--- config.mk ---
export PLATFORM = sky130hd
export DESIGN_NAME = bmp_row_to_scaled_mono_pixels_unit
export DESIGN_NICKNAME = d
export VERILOG_FILES = /design/src/rtl/core/bmprs_pkg.sv /design/src/rtl/core/bmprs_fifo.sv /design/src/rtl/core/bmprs_front.sv /design/src/rtl/core/bmprs_back.sv /design/src/rtl/core/bmp_row_to_scaled_mono_pixels_unit.sv
export SDC_FILE = /design/constraint.sdc
export NUM_CORES = 1
export LEC_CHECK = 0
export ABC_AREA = 1
export BUFFER_PORTS_ARGS = -buffer_cell sky130_fd_sc_hd__buf_2
export CAP_MARGIN = 40
export CORE_AREA = 2 2 178 250
export CTS_BUF_LIST = sky130_fd_sc_hd__clkbuf_8
export DETAILED_ROUTE_END_ITERATION = 12
export DIE_AREA = 0 0 180 252
export GPL_ROUTABILITY_DRIVEN = 1
export GPL_TIMING_DRIVEN = 1
export PLACE_DENSITY = 0.66
export SLEW_MARGIN = 15
export SYNTH_ARGS = -nofsm -noshare
export SYNTH_HDL_FRONTEND = slang
export SYNTH_SLANG_ARGS = --single-unit
--- constraint.sdc ---
create_clock -name clk -period 8.5 [get_ports clk]
set_clock_uncertainty 0.1 [all_clocks]
set_input_delay 0.85 -clock clk [delete_from_list [all_inputs] [get_ports clk]]
set_output_delay 0.85 -clock clk [all_outputs]
set_load 0.05 [all_outputs]
--- src/rtl/core/bmprs_pkg.sv ---
`default_nettype none

package bmprs_pkg;

    // Defaults for the top-level parameters
    localparam int MAX_DIM_DEF    = 256;
    localparam int SCALE_FRAC_DEF = 8;

    // Fixed field widths
    localparam int DIM_CFG_W   = 9;
    localparam int ORIGIN_W    = 11;
    localparam int SCALE_W     = 12;
    localparam int PIX_W       = 13;
    localparam int SIDE_W      = 4;
    localparam int CFG_DATA_W  = 12;
    localparam int CFG_INDEX_W = 3;
    localparam int RUN_W       = 4;

    // Coordinate limits
    localparam int COORD_MAX = 4095;
    localparam int COORD_MIN = -4096;
    localparam int OFF_MAX   = 6143;
    localparam int MAX_SIDE  = 8;

    // Descriptor queue depth (power of two)
    localparam int QUEUE_DEPTH = 4;

    typedef enum logic [CFG_INDEX_W-1:0] {
        CFG_IMAGE_WIDTH  = 3'd0,
        CFG_IMAGE_HEIGHT = 3'd1,
        CFG_DEPTH_MODE   = 3'd2,
        CFG_FLIP_ROWS    = 3'd3,
        CFG_ORIGIN_X     = 3'd4,
        CFG_ORIGIN_Y     = 3'd5,
        CFG_SCALE_Q      = 3'd6
    } bmprs_cfg_idx_t;

    typedef struct packed {
        logic [DIM_CFG_W-1:0]       image_width;
        logic [DIM_CFG_W-1:0]       image_height;
        logic                       depth_mode;
        logic                       flip_rows;
        logic signed [ORIGIN_W-1:0] origin_x;
        logic signed [ORIGIN_W-1:0] origin_y;
        logic [SCALE_W-1:0]         scale_q;
    } bmprs_cfg_t;

    typedef struct packed {
        logic depth_mode;
        logic ends_image;
    } bmprs_flags_t;

endpackage

`default_nettype wire

--- src/rtl/core/bmprs_fifo.sv ---
`default_nettype none

module bmprs_fifo #(
    parameter int WIDTH = 8,
    parameter int DEPTH = bmprs_pkg::QUEUE_DEPTH
) (
    input  wire logic             clk,
    input  wire logic             rst_n,
    input  wire logic             push,
    input  wire logic [WIDTH-1:0] wr_data,
    output logic                  full,
    input  wire logic             pop,
    output logic                  valid,
    output logic [WIDTH-1:0]      rd_data
);

    localparam int PTR_W = $clog2(DEPTH);
    localparam int CNT_W = $clog2(DEPTH + 1);

    logic [WIDTH-1:0] mem [DEPTH];
    logic [PTR_W-1:0] wr_ptr_reg, wr_ptr_next;
    logic [PTR_W-1:0] rd_ptr_reg, rd_ptr_next;
    logic [CNT_W-1:0] count_reg, count_next;

    assign full    = (count_reg == CNT_W'(DEPTH));
    assign valid   = (count_reg != '0);
    assign rd_data = mem[rd_ptr_reg];

    always_comb
    begin
        wr_ptr_next = push ? wr_ptr_reg + PTR_W'(1) : wr_ptr_reg;
        rd_ptr_next = pop ? rd_ptr_reg + PTR_W'(1) : rd_ptr_reg;
        count_next  = count_reg;
        if (push && !pop)
        begin
            count_next = count_reg + CNT_W'(1);
        end
        else if (pop && !push)
        begin
            count_next = count_reg - CNT_W'(1);
        end
    end

    always_ff @(posedge clk or negedge rst_n)
    begin
        if (!rst_n)
        begin
            wr_ptr_reg <= '0;
            rd_ptr_reg <= '0;
            count_reg  <= '0;
        end
        else
        begin
            wr_ptr_reg <= wr_ptr_next;
            rd_ptr_reg <= rd_ptr_next;
            count_reg  <= count_next;
        end
    end

    always_ff @(posedge clk)
    begin
        if (push)
        begin
            mem[wr_ptr_reg] <= wr_data;
        end
    end

endmodule

`default_nettype wire

--- src/rtl/core/bmprs_front.sv ---
`default_nettype none

module bmprs_front #(
    parameter int MAX_DIM = bmprs_pkg::MAX_DIM_DEF
) (
    input  wire logic                             clk,
    input  wire logic                             rst_n,
    input  wire bmprs_pkg::bmprs_cfg_t            cfg,
    input  wire logic                             in_valid,
    output logic                                  in_ready,
    input  wire logic                             start_of_image,
    input  wire logic [7:0]                       data_byte,
    input  wire logic                             q_full,
    output logic                                  q_push,
    output logic [$clog2(MAX_DIM)-1:0]            d_first_col,
    output logic [$clog2(MAX_DIM)-1:0]            d_dest_row,
    output logic [bmprs_pkg::RUN_W-1:0]           d_count,
    output logic [7:0]                            d_data,
    output bmprs_pkg::bmprs_flags_t               d_flags
);

    localparam int DIM_W  = $clog2(MAX_DIM + 1);
    localparam int IDX_W  = $clog2(MAX_DIM);
    localparam int RB_MAX = ((MAX_DIM + 3) / 4) * 4;
    localparam int BW     = $clog2(RB_MAX);
    localparam int CALC_W = BW + 4;
    localparam int EXT_W  = (DIM_W > bmprs_pkg::DIM_CFG_W) ? DIM_W : bmprs_pkg::DIM_CFG_W;
    localparam int RUN_W  = bmprs_pkg::RUN_W;

    logic [BW-1:0]     byte_in_row_reg, byte_in_row_next;
    logic [IDX_W-1:0]  rows_left_reg, rows_left_next;

    logic [EXT_W-1:0]  w_raw, h_raw;
    logic [DIM_W-1:0]  w, h;
    logic [IDX_W-1:0]  h_max, rows_pos, row, dest_row;
    logic [BW-1:0]     byte_pos;
    logic [CALC_W-1:0] w_c, pos_c, row_bytes, first_col, remain;
    logic [RUN_W-1:0]  run_len;
    logic              accept;

    // Clamp the dimensions to 1..MAX_DIM
    assign w_raw = EXT_W'(cfg.image_width);
    assign h_raw = EXT_W'(cfg.image_height);
    assign w = (w_raw == '0) ? DIM_W'(1) :
               (w_raw > EXT_W'(MAX_DIM)) ? DIM_W'(MAX_DIM) : DIM_W'(w_raw);
    assign h = (h_raw == '0) ? DIM_W'(1) :
               (h_raw > EXT_W'(MAX_DIM)) ? DIM_W'(MAX_DIM) : DIM_W'(h_raw);
    assign h_max = IDX_W'(h - DIM_W'(1));

    // A start mark restarts the image before this byte is decoded
    assign byte_pos = start_of_image ? '0 : byte_in_row_reg;
    assign rows_pos = start_of_image ? h_max : rows_left_reg;
    assign row      = (rows_pos > h_max) ? h_max : rows_pos;
    assign dest_row = cfg.flip_rows ? (h_max - row) : row;

    assign w_c   = CALC_W'(w);
    assign pos_c = CALC_W'(byte_pos);

    // Rows are padded to 4 bytes
    assign row_bytes = cfg.depth_mode ? (((w_c + CALC_W'(3)) >> 2) << 2)
                                      : (((w_c + CALC_W'(31)) >> 5) << 2);
    assign first_col = cfg.depth_mode ? pos_c : (pos_c << 3);
    assign remain    = w_c - first_col;

    always_comb
    begin
        run_len = '0;
        if ((pos_c < row_bytes) && (first_col < w_c))
        begin
            if (cfg.depth_mode)
            begin
                run_len = RUN_W'(1);
            end
            else if (remain > CALC_W'(8))
            begin
                run_len = RUN_W'(8);
            end
            else
            begin
                run_len = RUN_W'(remain);
            end
        end
    end

    assign in_ready = !q_full;
    assign accept   = in_valid && in_ready;
    // Drop padding and bytes past the row width
    assign q_push   = accept && (run_len != '0);

    assign d_first_col        = IDX_W'(first_col);
    assign d_dest_row         = dest_row;
    assign d_count            = run_len;
    assign d_data             = data_byte;
    assign d_flags.depth_mode = cfg.depth_mode;
    assign d_flags.ends_image = (row == '0) && ((first_col + CALC_W'(run_len)) == w_c);

    // Inside a row keep the stored row index as is; it is clamped where it is used
    always_comb
    begin
        byte_in_row_next = byte_in_row_reg;
        rows_left_next   = rows_left_reg;
        if (accept)
        begin
            if ((pos_c + CALC_W'(1)) >= row_bytes)
            begin
                byte_in_row_next = '0;
                rows_left_next   = (row == '0) ? h_max : (row - IDX_W'(1));
            end
            else
            begin
                byte_in_row_next = BW'(pos_c + CALC_W'(1));
                rows_left_next   = rows_pos;
            end
        end
    end

    always_ff @(posedge clk or negedge rst_n)
    begin
        if (!rst_n)
        begin
            byte_in_row_reg <= '0;
            rows_left_reg   <= '0;
        end
        else
        begin
            byte_in_row_reg <= byte_in_row_next;
            rows_left_reg   <= rows_left_next;
        end
    end

endmodule

`default_nettype wire

--- src/rtl/core/bmprs_back.sv ---
`default_nettype none

module bmprs_back #(
    parameter int MAX_DIM         = bmprs_pkg::MAX_DIM_DEF,
    parameter int SCALE_FRAC_BITS = bmprs_pkg::SCALE_FRAC_DEF
) (
    input  wire logic                                   clk,
    input  wire logic                                   rst_n,
    input  wire bmprs_pkg::bmprs_cfg_t                  cfg,
    input  wire logic                                   q_valid,
    output logic                                        q_pop,
    input  wire logic [$clog2(MAX_DIM)-1:0]             q_first_col,
    input  wire logic [$clog2(MAX_DIM)-1:0]             q_dest_row,
    input  wire logic [bmprs_pkg::RUN_W-1:0]            q_count,
    input  wire logic [7:0]                             q_data,
    input  wire bmprs_pkg::bmprs_flags_t                q_flags,
    output logic                                        out_valid,
    input  wire logic                                   out_ready,
    output logic signed [bmprs_pkg::PIX_W-1:0]          pixel_x,
    output logic signed [bmprs_pkg::PIX_W-1:0]          pixel_y,
    output logic [bmprs_pkg::SIDE_W-1:0]                block_side,
    output logic                                        color,
    output logic                                        last_in_run,
    output logic                                        last_of_image
);

    localparam int IDX_W  = $clog2(MAX_DIM);
    localparam int PROD_W = IDX_W + bmprs_pkg::SCALE_W;
    localparam int OFF_W  = PROD_W - SCALE_FRAC_BITS;
    localparam int PIX_W  = bmprs_pkg::PIX_W;
    localparam int SUM_W  = PIX_W + 1;
    localparam int RUN_W  = bmprs_pkg::RUN_W;
    localparam int SIDE_W = bmprs_pkg::SIDE_W;

    // origin + trunc(coord * scale), saturated
    function automatic logic [PIX_W-1:0] place(
        input logic signed [bmprs_pkg::ORIGIN_W-1:0] base,
        input logic [PROD_W-1:0]                     prod
    );
        logic [OFF_W-1:0]        off;
        logic [31:0]             off_ext;
        logic [PIX_W-1:0]        off_sat;
        logic signed [SUM_W-1:0] sum;
        off     = prod[PROD_W-1:SCALE_FRAC_BITS];
        off_ext = 32'(off);
        off_sat = (off_ext > 32'(bmprs_pkg::OFF_MAX)) ? PIX_W'(bmprs_pkg::OFF_MAX)
                                                      : off_ext[PIX_W-1:0];
        sum = $signed({{(SUM_W - bmprs_pkg::ORIGIN_W){base[bmprs_pkg::ORIGIN_W-1]}}, base})
            + $signed({1'b0, off_sat});
        if (sum > $signed(SUM_W'(bmprs_pkg::COORD_MAX)))
        begin
            sum = $signed(SUM_W'(bmprs_pkg::COORD_MAX));
        end
        else if (sum < $signed(SUM_W'(bmprs_pkg::COORD_MIN)))
        begin
            sum = $signed(SUM_W'(bmprs_pkg::COORD_MIN));
        end
        return sum[PIX_W-1:0];
    endfunction

    // Run iterator
    logic                    cur_valid_reg, cur_valid_next;
    logic [2:0]              k_reg, k_next;
    logic [IDX_W-1:0]        cur_first_col_reg, cur_dest_row_reg;
    logic [RUN_W-1:0]        cur_count_reg;
    logic [7:0]              cur_data_reg;
    bmprs_pkg::bmprs_flags_t cur_flags_reg;

    // Multiply stage
    logic                    m_valid_reg;
    logic [PROD_W-1:0]       m_prod_x_reg, m_prod_y_reg;
    logic                    m_color_reg, m_last_run_reg, m_last_img_reg;

    // Output register
    logic                    out_valid_reg;
    logic [PIX_W-1:0]        pixel_x_reg, pixel_y_reg;
    logic [SIDE_W-1:0]       side_reg;
    logic                    color_reg, last_run_reg, last_img_reg;

    logic                    en, is_last, elem_color;
    logic [IDX_W-1:0]        col;
    logic [31:0]             side_full;
    logic [SIDE_W-1:0]       side;

    assign en      = !out_valid_reg || out_ready;
    assign is_last = ((RUN_W'(k_reg) + RUN_W'(1)) == cur_count_reg);
    assign q_pop   = q_valid && (!cur_valid_reg || (en && is_last));

    assign col        = cur_first_col_reg + IDX_W'(k_reg);
    assign elem_color = cur_flags_reg.depth_mode ? cur_data_reg[7]
                                                 : cur_data_reg[3'd7 - k_reg];

    // ceil(scale), kept within 1..8
    assign side_full = (32'(cfg.scale_q) + 32'((1 << SCALE_FRAC_BITS) - 1)) >> SCALE_FRAC_BITS;
    assign side = (side_full == '0) ? SIDE_W'(1) :
                  (side_full > 32'(bmprs_pkg::MAX_SIDE)) ? SIDE_W'(bmprs_pkg::MAX_SIDE)
                                                         : SIDE_W'(side_full);

    always_comb
    begin
        cur_valid_next = cur_valid_reg;
        k_next         = k_reg;
        if (q_pop)
        begin
            cur_valid_next = 1'b1;
            k_next         = '0;
        end
        else if (en && cur_valid_reg)
        begin
            if (is_last)
            begin
                cur_valid_next = 1'b0;
            end
            else
            begin
                k_next = k_reg + 3'd1;
            end
        end
    end

    always_ff @(posedge clk or negedge rst_n)
    begin
        if (!rst_n)
        begin
            cur_valid_reg <= 1'b0;
            k_reg         <= '0;
            m_valid_reg   <= 1'b0;
            out_valid_reg <= 1'b0;
        end
        else
        begin
            cur_valid_reg <= cur_valid_next;
            k_reg         <= k_next;
            if (en)
            begin
                m_valid_reg   <= cur_valid_reg;
                out_valid_reg <= m_valid_reg;
            end
        end
    end

    always_ff @(posedge clk)
    begin
        if (q_pop)
        begin
            cur_first_col_reg <= q_first_col;
            cur_dest_row_reg  <= q_dest_row;
            cur_count_reg     <= q_count;
            cur_data_reg      <= q_data;
            cur_flags_reg     <= q_flags;
        end
        if (en)
        begin
            m_prod_x_reg   <= PROD_W'(col) * PROD_W'(cfg.scale_q);
            m_prod_y_reg   <= PROD_W'(cur_dest_row_reg) * PROD_W'(cfg.scale_q);
            m_color_reg    <= elem_color;
            m_last_run_reg <= is_last;
            m_last_img_reg <= is_last && cur_flags_reg.ends_image;

            pixel_x_reg  <= place(cfg.origin_x, m_prod_x_reg);
            pixel_y_reg  <= place(cfg.origin_y, m_prod_y_reg);
            side_reg     <= side;
            color_reg    <= m_color_reg;
            last_run_reg <= m_last_run_reg;
            last_img_reg <= m_last_img_reg;
        end
    end

    assign out_valid     = out_valid_reg;
    assign pixel_x       = $signed(pixel_x_reg);
    assign pixel_y       = $signed(pixel_y_reg);
    assign block_side    = side_reg;
    assign color         = color_reg;
    assign last_in_run   = last_run_reg;
    assign last_of_image = last_img_reg;

endmodule

`default_nettype wire

--- src/rtl/core/bmp_row_to_scaled_mono_pixels_unit.sv ---
// Decodes the pixel-data bytes of a bottom-up 1-bit or 8-bit BMP into one
// item per visible pixel: the scaled display corner (origin + trunc(coord *
// scale), saturated to -4096..4095), the square block side ceil(scale) in
// 1..8, the color and run/image end marks. Bytes are taken one per cycle
// while the four-entry run queue between the byte decoder and the pixel
// generator has room; padding bytes and bytes past the row width leave no
// trace in the queue. The pixel generator sends one pixel item per cycle
// while out_ready is high; a byte carries up to 8 pixels in 1-bit mode and
// 1 in 8-bit mode, so the pixel generator sets the sustained rate. Once its
// run reaches the head of the queue, a pixel passes the iterator, multiplier
// and saturating-adder registers in order. Write configuration only while no
// item is in flight; write row geometry before the first byte of an image and
// mark that byte with start_of_image.
`default_nettype none

module bmp_row_to_scaled_mono_pixels_unit #(
    parameter int MAX_DIM         = bmprs_pkg::MAX_DIM_DEF,
    parameter int SCALE_FRAC_BITS = bmprs_pkg::SCALE_FRAC_DEF
) (
    input  wire logic                                  clk,
    input  wire logic                                  rst_n,
    // configuration write port
    input  wire logic                                  cfg_we,
    input  wire logic [bmprs_pkg::CFG_INDEX_W-1:0]     cfg_index,
    input  wire logic [bmprs_pkg::CFG_DATA_W-1:0]      cfg_data,
    // byte input
    input  wire logic                                  in_valid,
    output logic                                       in_ready,
    input  wire logic                                  start_of_image,
    input  wire logic [7:0]                            data_byte,
    // pixel output
    output logic                                       out_valid,
    input  wire logic                                  out_ready,
    output logic signed [bmprs_pkg::PIX_W-1:0]         pixel_x,
    output logic signed [bmprs_pkg::PIX_W-1:0]         pixel_y,
    output logic [bmprs_pkg::SIDE_W-1:0]               block_side,
    output logic                                       color,
    output logic                                       last_in_run,
    output logic                                       last_of_image
);

    localparam int IDX_W = $clog2(MAX_DIM);
    localparam int RUN_W = bmprs_pkg::RUN_W;
    localparam int Q_W   = 2 * IDX_W + RUN_W + 8 + $bits(bmprs_pkg::bmprs_flags_t);

    // Configuration registers
    bmprs_pkg::bmprs_cfg_t cfg_reg, cfg_next;

    always_comb
    begin
        cfg_next = cfg_reg;
        if (cfg_we)
        begin
            case (bmprs_pkg::bmprs_cfg_idx_t'(cfg_index))
                bmprs_pkg::CFG_IMAGE_WIDTH:
                    cfg_next.image_width = cfg_data[bmprs_pkg::DIM_CFG_W-1:0];
                bmprs_pkg::CFG_IMAGE_HEIGHT:
                    cfg_next.image_height = cfg_data[bmprs_pkg::DIM_CFG_W-1:0];
                bmprs_pkg::CFG_DEPTH_MODE:
                    cfg_next.depth_mode = cfg_data[0];
                bmprs_pkg::CFG_FLIP_ROWS:
                    cfg_next.flip_rows = cfg_data[0];
                bmprs_pkg::CFG_ORIGIN_X:
                    cfg_next.origin_x = $signed(cfg_data[bmprs_pkg::ORIGIN_W-1:0]);
                bmprs_pkg::CFG_ORIGIN_Y:
                    cfg_next.origin_y = $signed(cfg_data[bmprs_pkg::ORIGIN_W-1:0]);
                bmprs_pkg::CFG_SCALE_Q:
                    cfg_next.scale_q = cfg_data[bmprs_pkg::SCALE_W-1:0];
                default:
                    cfg_next = cfg_reg;
            endcase
        end
    end

    // Reset to a 1x1 image, 1-bit mode, no flip, origin 0, scale 1.0
    always_ff @(posedge clk or negedge rst_n)
    begin
        if (!rst_n)
        begin
            cfg_reg.image_width  <= bmprs_pkg::DIM_CFG_W'(1);
            cfg_reg.image_height <= bmprs_pkg::DIM_CFG_W'(1);
            cfg_reg.depth_mode   <= 1'b0;
            cfg_reg.flip_rows    <= 1'b0;
            cfg_reg.origin_x     <= '0;
            cfg_reg.origin_y     <= '0;
            cfg_reg.scale_q      <= bmprs_pkg::SCALE_W'(256);
        end
        else
        begin
            cfg_reg <= cfg_next;
        end
    end

    // Front: byte decoder to run descriptor
    logic                    q_push, q_full, q_pop, q_valid;
    logic [IDX_W-1:0]        d_first_col, d_dest_row, r_first_col, r_dest_row;
    logic [RUN_W-1:0]        d_count, r_count;
    logic [7:0]              d_data, r_data;
    bmprs_pkg::bmprs_flags_t d_flags, r_flags;
    logic [Q_W-1:0]          q_wr_data, q_rd_data;

    bmprs_front #(
        .MAX_DIM (MAX_DIM)
    ) u_front (
        .clk            (clk),
        .rst_n          (rst_n),
        .cfg            (cfg_reg),
        .in_valid       (in_valid),
        .in_ready       (in_ready),
        .start_of_image (start_of_image),
        .data_byte      (data_byte),
        .q_full         (q_full),
        .q_push         (q_push),
        .d_first_col    (d_first_col),
        .d_dest_row     (d_dest_row),
        .d_count        (d_count),
        .d_data         (d_data),
        .d_flags        (d_flags)
    );

    // Run queue: lets the decoder run ahead while pixels drain
    assign q_wr_data = {d_first_col, d_dest_row, d_count, d_data, d_flags};
    assign {r_first_col, r_dest_row, r_count, r_data, r_flags} = q_rd_data;

    bmprs_fifo #(
        .WIDTH (Q_W),
        .DEPTH (bmprs_pkg::QUEUE_DEPTH)
    ) u_queue (
        .clk     (clk),
        .rst_n   (rst_n),
        .push    (q_push),
        .wr_data (q_wr_data),
        .full    (q_full),
        .pop     (q_pop),
        .valid   (q_valid),
        .rd_data (q_rd_data)
    );

    // Back: one pixel per cycle while out_ready is high, scaled and saturated
    bmprs_back #(
        .MAX_DIM         (MAX_DIM),
        .SCALE_FRAC_BITS (SCALE_FRAC_BITS)
    ) u_back (
        .clk           (clk),
        .rst_n         (rst_n),
        .cfg           (cfg_reg),
        .q_valid       (q_valid),
        .q_pop         (q_pop),
        .q_first_col   (r_first_col),
        .q_dest_row    (r_dest_row),
        .q_count       (r_count),
        .q_data        (r_data),
        .q_flags       (r_flags),
        .out_valid     (out_valid),
        .out_ready     (out_ready),
        .pixel_x       (pixel_x),
        .pixel_y       (pixel_y),
        .block_side    (block_side),
        .color         (color),
        .last_in_run   (last_in_run),
        .last_of_image (last_of_image)
    );

    // The decoder never writes a run into a full queue
    a_no_overflow: assert property (@(posedge clk) disable iff (!rst_n)
        q_push |-> !q_full)
        else $error("run queue overflow");

    // The image end mark only comes on the last pixel of a byte
    a_image_end_in_run: assert property (@(posedge clk) disable iff (!rst_n)
        (out_valid && last_of_image) |-> last_in_run)
        else $error("last_of_image without last_in_run");

    // Block side stays within 1..8
    a_side_range: assert property (@(posedge clk) disable iff (!rst_n)
        out_valid |-> ((block_side != '0) &&
                       (block_side <= bmprs_pkg::SIDE_W'(bmprs_pkg::MAX_SIDE))))
        else $error("block_side out of range");

endmodule

`default_nettype wire
==> Yosys cells after proc, flatten, opt, wreduce, memory -nomap -nowiden <==
Memories as Yosys holds them, arrays and structs flattened. A register that Yosys moved wholly into a read port is not among the register bits.
Cells that the tools add are included.
{ "op_classes": {"n_div": 0, "n_reduce_logical": 37, "n_addsub": 19, "n_shift": 0, "n_mux": 32, "n_eq_ne": 10, "n_mul": 2, "n_lt_le_gt_ge": 13, "n_bitwise": 0} }
{ "op_table": {"columns": ["cell", "n"], "rows": [
  ["$mux W8", 9],
  ["$mul A8 B12 Y20", 2],
  ["$logic_not A32 Y1", 1],
  ["$add A11 B13 Y14", 2],
  ["$gt A14 B13 Y1 const B", 2],
  ["$lt A14 B13 Y1 const B", 2],
  ["$mux W13", 2],
  ["$gt A24 B4 Y1 const B", 1],
  ["$gt A9 B9 Y1 const B", 2],
  ["$logic_not A9 Y1", 2],
  ["$mux W9", 2],
  ["$reduce_and A2 Y1", 9],
  ["$mux W4", 4],
  ["$sub A8 B1 Y8 const B", 2],
  ["$mux W3", 5],
  ["$add A12 B8 Y13 const B", 1],
  ["$add A12 B4 Y12", 1],
  ["$eq A12 B9 Y1", 1],
  ["$eq A3 B3 Y1 const B", 4],
  ["$ge A12 B12 Y1", 1],
  ["$gt A12 B4 Y1 const B", 1],
  ["$lt A12 B9 Y1", 1],
  ["$lt A8 B12 Y1", 1],
  ["$mux W12", 1],
  ["other kinds (29)", 54]
]} }
{ "word_totals": {"in_bits": 29, "latch_bits": 0, "n_memories": 1, "word_cells": 142, "romBits": 0, "ram_bits": 120, "register_bits": 159} }
{ "memory_table": {"columns": ["name", "words", "word_bits", "read_ports", "rd_clocked_by_memory_dff", "write_ports", "line", "text"], "rows": [
  ["u_queue.mem", 4, 30, 1, 1, 1, "bmprs_fifo.sv:20", "logic [WIDTH-1:0] mem [DEPTH];"]
]} }

==> Longest topological paths before layout <==
{ "logic_depth": {"depth_word": 14, "ltp_mapped": 39, "depth_no_buf": 39} }

==> Cells and area by module <==
A second synthesis with hierarchy kept.
{ "unflattened": {"hier_cells": 2684, "hier_area_um2": 22629.2} }
{ "modules_own_cells": {"columns": ["module", "n_inst", "area_each_um2", "cells_each", "seq_area_each_um2"], "rows": [
  ["bmprs_back", 1, 11035.6, 1345, 2852.7],
  ["bmprs_fifo", 1, 5250.0, 399, 3778.6],
  ["bmprs_front", 1, 4160.2, 691, 400.4],
  ["bmp_row_to_scaled_mono_pixels_unit", 1, 2183.3, 249, 1355.0]
]} }

==> Least setup slack after synthesis <==
No wires, ideal clock.
{ "synth_timing": {"path_type": "reg-to-reg", "start": "reg u_back.k_reg[2]", "end": "reg u_back.m_prod_x_reg[18], data pin", "synth_period_minus_slack_ns": 5.930, "setup_slack_ns": 2.570, "stages_incl_launch_ff": 30, "t_required_ns": 8.135, "path_buffers": 0, "setup_time_ns": 0.265, "arrival_time_ns": 5.565, "cell_sequence": "dfrtp_1 > ha_1 > a21oi_1 > inv_1 > a31oi_1 > nor3_1 > inv_1 > nor2_1 > or2_2 > nand2_1 > clkinv_1 > nand2_1 > fa_1 > fa_1 > inv_1 > fa_1 > fa_1 > ha_1 > a21oi_1 > o21ai_0 > o21bai_1 > a21oi_1 > inv_1 > nand2_1 > nand2_1 > nand2_1 > nand2_1 > nand3_1 > o21ai_0 > xor2_1"} }
{ "synth_between": {"elab_chain_len": 2} }
{ "synth_lines": {"columns": ["item", "line", "text"], "rows": [
  ["start, declared", "bmprs_back.sv:63", "logic [2:0] k_reg, k_next;"],
  ["start signal, assigned", "bmprs_back.sv:133", "k_reg <= k_next;"],
  ["$add A8 B3 Y8", "bmprs_back.sv:89", "assign col = cur_first_col_reg + IDX_W'(k_reg);"],
  ["$mul A8 B12 Y20", "bmprs_back.sv:154", "m_prod_x_reg <= PROD_W'(col) * PROD_W'(cfg.scale_q);"],
  ["end signal, assigned", "bmprs_back.sv:154", null],
  ["end, declared", "bmprs_back.sv:71", "logic [PROD_W-1:0] m_prod_x_reg, m_prod_y_reg;"]
]} }
No other way between the ends.
A chain may end at the register's enable or synchronous reset.

==> Final worst setup path <==
Same ends and word-level chain as after synthesis.

==> summary.txt <==
status = complete, no violations
Cells after DPL = 2980
setup_tns = 0 ns
CORE AREA = 0.0429 mm^2
CTS tree = done
GRT overflow = 0
slew of the pin with the lowest slew margin = 0.810 ns
Mapped Cells = 2420
critical path launch point type = flop
GP Congestion = 0.887
via count = 16093
simple-gate portion of the synthesized area = 18.7%
clock sinks = 293
largest family of logic cells by synthesized area = adder cells
WL final = 49.8 mm
first-pass GRT wire length = 82.2 mm
Syn Nets = 2728
RSZ-0062 raised after global routing = false
xor/xnor share of the synthesized area = 3.28%
Critical-path top delay cell = fa_1
Post-Synth Adder-Cell Area = 20.8%
port buffer count = 63
Avg Inst Size Synth = 8.81 um^2
die area = 0.0454 mm^2
Yosys reg bits = 293
share of cells above drive strength 1 = 9.31%
DRT Pass-1 Iters = 5
placed cell area = 0.0222 mm^2
synth unique cells = 63
sequential cell area fraction in the yosys report = 39.3%
largest net degree at the start of global routing = 63
Cell Pwr Density = 442 mW/mm^2
vias in the first global route = 16557
Via density = 5.25
H-tree depth = 2
initial antenna violation count = 1
gr usage total = 22.6%
crit end category = flop
post-synthesis mux area share = 0.0528%
min Tclk post-route = 6.50 ns
leakage = 11.4 nW
most used cell, CP = nand2_1
Required @ worst endpoint = 8.73 ns
final total power = 10.2 mW
Post-synth top flop = edfxtp_1
Hold Fails Final Rpt = 0
die width = 180 um
max_slew headroom = 45.4%
DIE HEIGHT = 252 um
endpoints failing setup = 0
Post-Syn Area = 0.0213 mm^2
fillers = 3929
WL/cell = 16.2 um
drt initial violations = 882
number of flip-flops under the largest register name = 120
Area growth, synth to finish = 8.46%
hold buffer count at cts = 0
DRC violations left = 0
Worst path max stage delay = 0.57 ns
Worst-Skew Late Latency = 0.60 ns
period utilisation layout = 76.5%
worst setup margin = 2.00 ns
max-cap viol count = 0
design area = 0.0231 mm^2
crit-path max FO = 10
clock buffer depth = 3
Post-DP HPWL = 37.4 mm
Starting Density = 49.7%
Worst VDD drop = 0.253 mV
DP Worst Slack = 2.01 ns
non-filler cells, final = 3067
Post-synth EDFFs = 210
path type of the worst setup path = reg -> reg
clock slew at reported path FFs = 0.07 ns
total I/O pin count = 64
Setup Buffers After CTS = 0
Compound-Gate Fraction of Synth Area = 9.23%
Max Freq = 0.154 GHz
clock root cell = clkbuf_8
row count = 90
CTS Buf Count = 46
Worst Hold Class = in -> async
Final Max Tran Viols = 0
nets = 2784
WP data arrival = 6.73 ns
Post-DRT Antenna Nets = 0
warning count from the yosys run = 0
post-CTS resize count = 0
async set-reset flop share out of synthesis = 28.3%
## kinds of logic after synthesis
| family | after synthesis |
|---|---|
| DFF | 293 |
| muxes | 1 |
| xor gates and xnor gates | 78 |
| buffers and inverters | 480 |
| and+or+nand+nor | 938 |
| AOI/OAI and AO/OA | 351 |
| adders and majority gates | 279 |
## synth_stat cells, drive strengths merged (2+ instances only)
library cell  count  area share (%)
nand2           551              10
inv             401             7.1
nor2            229             4.1
edfxtp          210              30
o21ai           195             4.8
ha              154             9.0
fa              125              12
nand3           105             2.7
a21oi            83             2.1
dfrtp            80             9.4
clkbuf           60             1.1
xor2             52             2.2
o22ai            34             1.0
xnor2            26             1.1
nand4            18            0.53
nor3             15            0.38
buf              13            0.40
or2              12            0.35
a21o              8            0.28
clkinv            6            0.11
o211ai            6            0.21
o21bai            5            0.19
a31oi             4            0.12
dfstp             3            0.37
nand3b            3            0.11
a211oi            2           0.070
a221oi            2           0.082
nor4              2           0.059
o2111ai           2           0.082
o21a              2           0.070
o31ai             2           0.070
## per-stage QoR
stage,hold WS (ns),utilization [%]
3_3_place_gp,0.304,51.6
3_5_place_dp,0.309,51.7
2_1_floorplan,0.300,-
4_1_cts,0.00443,53.9
6_report,0.0416,53.9
5_1_grt,0.0240,53.9
## critical path: cells and delay by family (launching register included)
family	cells	cell delay [ns]
compound gates	7	1.28
xor+xnor	1	0.15
fa+ha+maj	6	2.67
buf+inv	5	0.53
flops	1	0.44
simple gates	10	1.06
## layer usage
layer	share of wire [%]	vias to the layer above	wire (um)	track usage, %
li1	-	7917	-	-
met1	39	7660	19600	25.9
met2	51	371	25500	41.0
met3	4.0	145	2000	2.60
met4	5.2	0	2610	12.1
met5	0	-	0	0
## area by class of cell
class                      count  area (um^2)  area share [%]
inverter                     407         1530            6.62
multi-input combinational   1647        11100            48.0
timing repair buffer          81          493            2.13
clock buffer                  50          688            2.98
clock inverter                36          231            1.00
antenna                        1         2.50          0.0108
tap                          552          691            2.99
sequential                   293         8390            36.3
## report_power, final
group	leakage, nW	switching, mW	total, mW	internal [mW]
Clock	0.543	0.579	1.19	0.614
Combinational	7.82	4.11	6.53	2.43
Sequential	3.00	0.247	2.49	2.24
## layout by cell type, fill, tap and decap left out, types with 9 or more instances in the layout
cell type  synthesis  routed
a21oi_1           79      79
buf_2              6      62
buf_4              4      17
clkbuf_8           0      50
dfrtp_1           80      80
edfxtp_1         210     210
fa_1             125     125
ha_1             154     154
inv_1            392     411
inv_2              8       9
nand2_1          522     522
nand2_2           20      20
nand2_4            9       9
nand3_1           96      96
nand4_1           18      18
nor2_1           221     217
nor2_2             7      11
nor3_1            14      14
o21ai_0          183     183
o22ai_1           34      34
or2_2              9       9
xnor2_1           25      25
xor2_1            51      51
## final timing paths
path,cells after the start,end,slack (ns),from
min,1,u_queue.wr_ptr_reg[1],0.04,rst_n
min reg2reg,0,u_back.color,0.31,u_back.m_color_reg
max reg2reg,29,u_back.m_prod_x_reg[18],2.00,u_back.k_reg[2]
max,29,u_back.m_prod_x_reg[18],2.00,u_back.k_reg[2]
min in group clk,0,u_back.color,0.31,u_back.m_color_reg
max in group asynchronous,3,cfg_reg[36],7.29,rst_n
No activity file was read; power rests on OpenSTA's default activity.
